[src/sv/dq_pkg.sv]
// ----------------------------------------------------------------------------
// Double-ended queue package
// Shared beat types, command and error codes, controller states and the
// command/status structs that join the controller to the datapath.
// ----------------------------------------------------------------------------
package dq_pkg;

  // Default configuration of the queue.
  localparam int DEPTH_DEFAULT      = 1024;
  localparam int DATA_WIDTH_DEFAULT = 32;

  // Fixed field widths of the request and response beats.
  localparam int CMD_W   = 3;
  localparam int VALUE_W = 32;
  localparam int DATA_W  = 32;
  localparam int ERR_W   = 2;
  localparam int COUNT_W = 11;

  // Command codes.
  localparam logic [CMD_W-1:0] CMD_PUSH_FRONT = 3'd0;
  localparam logic [CMD_W-1:0] CMD_PUSH_REAR  = 3'd1;
  localparam logic [CMD_W-1:0] CMD_POP_FRONT  = 3'd2;
  localparam logic [CMD_W-1:0] CMD_POP_BACK   = 3'd3;
  localparam logic [CMD_W-1:0] CMD_PEEK_FRONT = 3'd4;
  localparam logic [CMD_W-1:0] CMD_PEEK_BACK  = 3'd5;

  // Error codes.
  localparam logic [ERR_W-1:0] ERR_OK    = 2'd0;
  localparam logic [ERR_W-1:0] ERR_EMPTY = 2'd1;
  localparam logic [ERR_W-1:0] ERR_FULL  = 2'd2;

  // Request beat.
  typedef struct packed {
    logic [CMD_W-1:0]   command;
    logic [VALUE_W-1:0] value;
  } req_t;

  // Response beat.
  typedef struct packed {
    logic [DATA_W-1:0]  data;
    logic [ERR_W-1:0]   error;
    logic [COUNT_W-1:0] count;
    logic               is_empty;
  } rsp_t;

  // Controller states.
  typedef enum logic [1:0] {
    ST_IDLE,
    ST_EXEC,
    ST_READ
  } state_t;

  // Commands from the controller to the datapath.
  typedef struct packed {
    logic latch;        // capture the request beat
    logic exec;         // apply the command to pointers and storage
    logic load_direct;  // load a response that needs no storage read
    logic load_read;    // load a response from the registered read data
  } ctrl_cmd_t;

  // Status from the datapath to the controller.
  typedef struct packed {
    logic rsp_free;     // response register can take a beat this cycle
    logic needs_read;   // the held command reads a stored word
  } dp_status_t;

endpackage

[src/sv/dq_ctrl.sv]
// ----------------------------------------------------------------------------
// Double-ended queue controller
// Sequences one request at a time: capture, execute, and an optional
// storage read cycle before the response is loaded.
// ----------------------------------------------------------------------------
module dq_ctrl (
  input  logic                   clk,
  input  logic                   rst,
  input  logic                   req_valid,
  output logic                   req_stall,
  input  dq_pkg::dp_status_t     status,
  output dq_pkg::ctrl_cmd_t      ctrl
);

  dq_pkg::state_t state;
  dq_pkg::state_t state_next;

  // State register.
  always_ff @(posedge clk) begin
    if (rst) begin
      state <= dq_pkg::ST_IDLE;
    end else begin
      state <= state_next;
    end
  end

  // Next state and datapath commands.
  always_comb begin
    state_next       = state;
    ctrl             = '0;
    req_stall        = 1'b1;
    unique case (state)
      dq_pkg::ST_IDLE: begin
        req_stall = 1'b0;
        if (req_valid) begin
          ctrl.latch = 1'b1;
          state_next = dq_pkg::ST_EXEC;
        end
      end
      dq_pkg::ST_EXEC: begin
        // Wait here until the response register can take the result.
        if (status.rsp_free) begin
          ctrl.exec = 1'b1;
          if (status.needs_read) begin
            state_next = dq_pkg::ST_READ;
          end else begin
            ctrl.load_direct = 1'b1;
            state_next       = dq_pkg::ST_IDLE;
          end
        end
      end
      dq_pkg::ST_READ: begin
        ctrl.load_read = 1'b1;
        state_next     = dq_pkg::ST_IDLE;
      end
      default: begin
        state_next = dq_pkg::ST_IDLE;
      end
    endcase
  end

`ifndef SYNTH
  // A read cycle always follows an execute cycle.
  a_read_after_exec: assert property (@(posedge clk) disable iff (rst)
    (state == dq_pkg::ST_READ) |-> ($past(state) == dq_pkg::ST_EXEC))
    else $error("read cycle without a preceding execute cycle");

  // A captured request moves to the execute state in the next cycle.
  a_latch_to_exec: assert property (@(posedge clk) disable iff (rst)
    ctrl.latch |=> (state == dq_pkg::ST_EXEC))
    else $error("captured request did not move to execute");

  // Only one response load per command.
  a_single_load: assert property (@(posedge clk) disable iff (rst)
    !(ctrl.load_direct && ctrl.load_read))
    else $error("two response loads in one cycle");
`endif

endmodule

[config.mk]
export PLATFORM = sky130hd
export DESIGN_NAME = dq_ctrl
export DESIGN_NICKNAME = d
export VERILOG_FILES = /design/src/sv/dq_pkg.sv /design/src/sv/dq_ctrl.sv
export SDC_FILE = /design/constraint.sdc
export NUM_CORES = 1
export LEC_CHECK = 0
export ABC_AREA = 1
export BUFFER_PORTS_ARGS = -buffer_cell sky130_fd_sc_hd__buf_2
export CAP_MARGIN = 20
export CELL_PAD_IN_SITES_DETAIL_PLACEMENT = 1
export CELL_PAD_IN_SITES_GLOBAL_PLACEMENT = 1
export CORE_AREA = 4 4 41 43
export CTS_CLUSTER_DIAMETER = 50
export DETAILED_ROUTE_END_ITERATION = 10
export DIE_AREA = 0 0 45 47
export PLACE_DENSITY_LB_ADDON = 0.1
export SLEW_MARGIN = 15
export SYNTH_ARGS = -nofsm -noshare
export SYNTH_HDL_FRONTEND = slang
export SYNTH_SLANG_ARGS = --single-unit
[constraint.sdc]
create_clock -name clk -period 0.8 [get_ports clk]
set_input_delay 0.04 -clock clk [delete_from_list [all_inputs] [get_ports clk]]
set_output_delay 0.04 -clock clk [all_outputs]
set_load 0.05 [all_outputs]
## Word level (Yosys, flattened, before mapping)

Cells that the tools add are included.

- Flip-flop bits (word level): 2
- Word-level logic and storage cells: 18

- Eq/ne operators: 4
- Muxes and demuxes: 11
- Reductions and logical operators: 2

Operators with widths:

| operator | count |
|---|---|
| 2-bit two-way mux | 5 |
| 1-bit two-way mux | 5 |
| 2-bit inequality test, second input constant | 2 |
| 2-bit case mux with 2 select lines | 1 |
| 2-bit by 1-bit == test with 1-bit output, second input constant | 1 |
| 2-bit == test, second input constant | 1 |
| 2-bit zero test | 1 |
| 2-bit AND reduction | 1 |

## Logic depth before layout (Yosys ltp)

Gate-level depths: netlist of run 1.

- Depth after elaboration: 3
- Gate-level depth with buffers: 3

## Worst setup path after synthesis of run 1

OpenSTA, ideal clock, no wires.

- Path kind: register to output
- Start: register state[0]
- End: output port ctrl[1] (netlist name)
- Arrival time: 1.137 ns
- Required time: 0.760 ns
- Setup slack: -0.377 ns
- Stages on the path, launching flop included: 3
- Cell sequence: dfxtp_1 > nand3_2 > nor2_1

RTL lines:

| element | line | text |
|---|---|---|
| start: declaration | dq_ctrl.sv:15 | `dq_pkg::state_t state;` |
| start signal: assignment | dq_ctrl.sv:21 | `state <= dq_pkg::ST_IDLE;` |
| start signal: assignment | dq_ctrl.sv:23 | `state <= state_next;` |
| end: declaration | dq_ctrl.sv:12 | `output dq_pkg::ctrl_cmd_t ctrl` |

==> results of run 1 <==
[routing by layer]
metal / track usage, % / part of all wire [%] / vias to the layer above / wire length, um
met5: 0 / 0 / - / 0
met4: 3.51 / 0 / 0 / 0
met3: 4.60 / 11 / 0 / 41
met2: 7.91 / 51 / 7 / 198
met1: 5.42 / 38 / 74 / 146
li1: - / - / 83 / -
[cell usage in the layout, fill, tap and decap left out]
master         count
buf_6              6
nor2_4             3
clkinvlp_4         2
nand2_2            1
inv_1              1
buf_4              3
dfxtp_4            1
dfxtp_2            1
dlygate4sd3_1      1
buf_2              4
buf_8              2
nor3_2             1
clkbuf_4           3
inv_2              2
a21oi_2            1
nand3b_1           1
nand3_4            1
[worst min-delay path by stage]
stage                                        to      start  slack, ps  cells past startpoint
final                     state[1]$_SDFFE_PP0P_  status[0]         70                      3
after global routing      state[1]$_SDFFE_PP0P_  status[0]         80                      3
after CTS                 state[1]$_SDFFE_PP0P_  status[0]         60                      3
after detailed placement  state[0]$_SDFFE_PP0P_        rst        220                      2
after global placement    state[0]$_SDFFE_PP0P_        rst        220                      2
after floorplan           state[0]$_SDFFE_PP0P_        rst        100                      1
[kinds of logic after synthesis]
| group | after synthesis | share of synthesized area, % |
|---|---|---|
| buffers and inverters | 5 | 16.3 |
| and+or+nand+nor | 7 | 41.3 |
| AOI/OAI and AO/OA | 1 | 7.61 |
| DFF | 2 | 34.8 |
[metrics by stage]
stage	setup TNS (ps)	setup slack (ps)	hold slack, ps	utilization, %
floorplan	-148	-74.4	95.1	-
global placement	-477	-121	225	18.1
detailed placement	-504	-122	225	18.1
CTS	-1200	-241	59.7	25.5
global route	-1660	-299	77.9	26.6
finish	-1230	-226	65.7	26.6
[report_power, final]
part           switching (mW)  total, mW  internal (mW)
Combinational          0.0951      0.180         0.0853
Sequential            0.00886      0.114          0.105
Clock                  0.0571      0.222          0.165
[layout make-up]
| type | instances | share of cell area, % |
|---|---|---|
| timing repair buffer | 16 | 43.3 |
| multi-input combinational | 8 | 24.2 |
| sequential | 2 | 13.0 |
| inverter | 5 | 7.58 |
| clock buffer | 3 | 6.50 |
| tap | 15 | 5.42 |
[critical path: stages (launching register included)]
cell	delay (ps)
dfxtp_4	350
nor2_4	120
nand2_2	80
clkinvlp_4	80
buf_8	130
[repair_timing]
item,in CTS,in global routing
hold buffers,1,0
hold endpoints to repair,2,0
setup buffers,2,1
pin swaps,3,2
resized for setup,19,2
endpoints found under the setup margin,7,7
==> flow_summary_export.csv, run 1 <==
group,metric,value,unit
drt,dr.pass1.iters,2,
grt,grt_pass1_vias,177,
finish,nets,41,
clock_tree,path_clk_slew,30,ps
setup_path,required,760,ps
power,power_density,1490,nW/um2
clock_tree,cts_inserted_buffers,3,
sta,rsz0062_at_grt,"true",
power,p_leak,0.149,nW
logic_synthesis,ys_seq_elements,2,
finish,syn2layout_area_growth,201,%
grt,grt_max_degree,5,
sta,worstMarginPinSlew,113,ps
logic_synthesis,synthTopCellsByArea,"dfxtp_1 35%, inv_1 16%, nand3_2 8.7%",
logic_synthesis,synth_edf_count,0,
drt,drtIter0Drc,2,
setup_path,reg2regPathDepth,5,
finish,instances_no_fill,49,
power,ir_worst_vdd,0.761,mV
setup_path,start_kind,"register",
sta,drv_slew,0,
grt,grt_pass1_wl,752,um
drt,vias,164,
setup_path,critPathArrivalTime,990,ps
hold_path,hold_class,"in2reg",
sta,timing.final.crit_share,128,%
floorplanning,die-area,2120,um2
finish,antenna_cells,0,
logic_synthesis,synth_common_cells,"5 x inv_1, 2 x dfxtp_1, 2 x nor2_1",
logic_synthesis,synth-seq-area-share,34.8,%
finish,multi_input_area,83.8,um2
logic_synthesis,netlist_area,115,um2
clock_tree,cts_sinks,2,
drt,drt_wl_total,386,um
sta,hold_violations,0,
grt,grt-ovfl-total,0,
setup_path,worstReg2RegStart,"state[0]$_SDFFE_PP0P_",
sta,fmax,974,MHz
drt,wl_per_cell,7.88,um
finish,seq_area,45.0,um2
floorplanning,pin_count,10,
clock_tree,cts_tree,"yes",
setup_path,rrSetupSlack,-150,ps
clock_tree,cts_buffer_depth,2,
finish,reg.largest.list,"state (2)",
grt,track_usage,5.52,%
logic_synthesis,synth_most_common_cell,"inv_1",
floorplanning,start_util,8.85,%
placed_design,postPlaceCellArea,235,um2
clock_tree,h-tree-depth,1,
floorplanning,die_w,45,um
sta,setup_ws,-226,ps
placed_design,gp_routability_congestion,0.595,
clock_tree,cts-root-buf,"clkbuf_4",
flow_run,drv_cap,0,
logic_synthesis,synth_top_area_cell,"dfxtp_1",
drt,antenna_left,0,
logic_synthesis,yosysUniqueCellTypes,9,
finish,drive_gt1_share,91.2,%
setup_path,r2r_end,"state[0]$_SDFFE_PP0P_",
power,finalPower,517,uW
setup_path,path_class,"reg2out",
status,status,"complete, but fails checks",
sta,fin_skew,3.67,ps
logic_synthesis,synth_nets,20,
setup_path,crit_start,"state[0]$_SDFFE_PP0P_",
drt,via_per_inst,3.35,
sta,setup_viol,6,
logic_synthesis,yosys.area.top_type_share,34.8,%
setup_path,crit_end,"ctrl[3]",
setup_path,end_kind,"output pin",
finish,largest-register,"state",
grt,grt_antenna_before_repair,0,
setup_path,worstPathMaxFanout,4,
logic_synthesis,synthFlopType,"dfxtp_1",
floorplanning,dieHeight,47,um
placed_design,dp_hpwl,297,um
drt,drc,0,
finish,largest_reg_flops,2,
logic_synthesis,ys.warnings.count,0,
sta,min_period,1030,ps
floorplanning,core_area,1300,um2
finish,final_area,347,um2
status,violations,"negative setup slack",
sta,relSlewSlack,92.5,%
logic_synthesis,avgSynthCellArea,7.67,um2
finish,num-fill-cells,160,
placed_design,port_buffers,9,
logic_synthesis,syn_inst,15,
clock_tree,clock_latency,220,ps
logic_synthesis,async_reset_ff_share,0,%
floorplanning,rows,13,
placed_design,post-place-cells,43,
No activity file was read; power rests on OpenSTA's default activity.
==> run 2: changes to the inputs <==
--- a/config.mk
+++ b/config.mk
@@ -15,6 +15,7 @@
 export DETAILED_ROUTE_END_ITERATION = 10
 export DIE_AREA = 0 0 45 47
 export PLACE_DENSITY_LB_ADDON = 0.1
+export SKIP_CTS_REPAIR_TIMING = 1
 export SLEW_MARGIN = 15
 export SYNTH_ARGS = -nofsm -noshare
 export SYNTH_HDL_FRONTEND = slang
==> flow_summary_export.csv, run 2 (synthesized netlist as in run 1, its figures left out) <==
group,metric,value,unit
floorplanning,die_w,45,um
clock_tree,cts_buffer_depth,2,
sta,relSlewSlack,92.5,%
clock_tree,path_clk_slew,30,ps
power,p_leak,0.143,nW
placed_design,port_buffers,9,
finish,antenna_cells,0,
clock_tree,h-tree-depth,1,
sta,timing.final.crit_share,129,%
grt,track_usage,4.65,%
drt,drtIter0Drc,2,
floorplanning,core_area,1300,um2
clock_tree,cts_inserted_buffers,3,
grt,grt_max_degree,5,
floorplanning,die-area,2120,um2
drt,dr_wl_met2,176,um
setup_path,path_class,"reg2out",
placed_design,preCtsSetupSlack,-122,ps
clock_tree,cts_tree,"yes",
sta,drv_slew,0,
drt,vias,161,
finish,largest-register,"state",
hold_path,worstHoldPathCells,3,
finish,largest_reg_flops,2,
drt,dr.pass1.iters,2,
finish,reg.largest.list,"state (2)",
sta,setup_tns,-1160,ps
clock_tree,clock_latency,220,ps
drt,via_per_inst,3.35,
grt,grt_pass1_wl,614,um
sta,setup_viol,6,
setup_path,worstPathMaxFanout,2,
finish,syn2layout_area_growth,188,%
grt,grt_antenna_before_repair,0,
grt,grt_pass1_vias,150,
sta,fmax,967,MHz
setup_path,reg2regPathDepth,5,
hold_path,holdCritStartpoint,"status[0]",
finish,num-fill-cells,162,
floorplanning,start_util,8.85,%
hold_path,hold_class,"in2reg",
finish,nets,40,
drt,wl_met1,141,um
setup_path,end_kind,"output pin",
setup_path,start_kind,"register",
power,ir_worst_vdd,0.777,mV
power,power_density,1520,nW/um2
clock_tree,cts_sinks,2,
sta,setup_ws,-234,ps
drt,drt_wl_total,359,um
grt,grt-ovfl-total,0,
drt,top_layer,"met3",
floorplanning,pin_count,10,
finish,drive_gt1_share,87.9,%
drt,antenna_left,0,
finish,mostFrequentLayoutCells,"4 x buf_2, 4 x buf_6, 4 x buf_4",
status,status,"complete, but fails checks",
setup_path,critPathArrivalTime,990,ps
sta,hold_violations,0,
floorplanning,dieHeight,47,um
clock_tree,cts-root-buf,"clkbuf_4",
setup_path,crit_start,"state[1]$_SDFFE_PP0P_",
sta,fin_skew,3.67,ps
drt,drc,0,
placed_design,gp_routability_congestion,0.595,
flow_run,drv_cap,0,
placed_design,dp_hpwl,297,um
setup_path,worstReg2RegStart,"state[0]$_SDFFE_PP0P_",
sta,rsz0062_at_grt,"true",
drt,wl_met3,41,um
status,violations,"negative setup slack",
drt,wl_per_cell,7.48,um
sta,worstMarginPinSlew,113,ps
setup_path,required,760,ps
sta,min_period,1030,ps
floorplanning,rows,13,
-- run 2: cell types whose count changed in the layout (fill, tap and decap cells not counted) --
| cell | previous run | this run |
|---|---|---|
| buf_4 | 3 | 4 |
| buf_6 | 6 | 4 |
| inv_2 | 2 | 1 |
| inv_1 | 1 | 2 |
-- run 2: layout make-up --
class	instances	area (um2)	share of cell area [%]
sequential	2	45.0	13.6
inverter	5	26.3	7.92
tap	15	18.8	5.66
clock buffer	3	22.5	6.79
multi-input combinational	8	83.8	25.3
timing repair buffer	15	135	40.8
-- run 2: final timing paths --
path,to,slack [ps]
setup / recovery,ctrl[0],-230
hold / removal,state[1]$_SDFFE_PP0P_,70
setup reg to reg,state[0]$_SDFFE_PP0P_,-160
hold reg to reg,state[0]$_SDFFE_PP0P_,560
-- run 2: per-stage QoR --
stage | hold WS [ps] | cell area [um2] | utilization, % | total power [mW] | cells
floorplan | 95.1 | 141 | - | 0.197 | 15
global placement | 225 | 235 | 18.1 | 0.244 | 43
detailed placement | 225 | 235 | 18.1 | 0.245 | 43
CTS | -12.3 | 258 | 19.8 | 0.482 | 46
global route | 77.9 | 332 | 25.5 | 0.562 | 48
finish | 65.7 | 332 | 25.5 | 0.505 | 48
-- run 2: critical path: stages (launching register included) --
cell and delay (ps):
dfxtp_2 350, inv_2 60, buf_4 140, nor2_4 70
buf_6 160
-- run 2: metal layers --
| metal | vias up | GRT usage (%) |
|---|---|---|
| met2 | 7 | 5.37 |
| met3 | 0 | 4.60 |
| li1 | 81 | - |
| met1 | 73 | 4.97 |
| met4 | 0 | 3.51 |
| met5 | - | 0 |
-- run 2: where the power goes --
group / switching, mW / internal (mW) / total, mW
logic: 0.0916 / 0.0768 / 0.168
clock network: 0.0570 / 0.165 / 0.222
registers: 0.00862 / 0.105 / 0.114
total: 0.157 / 0.347 / 0.505
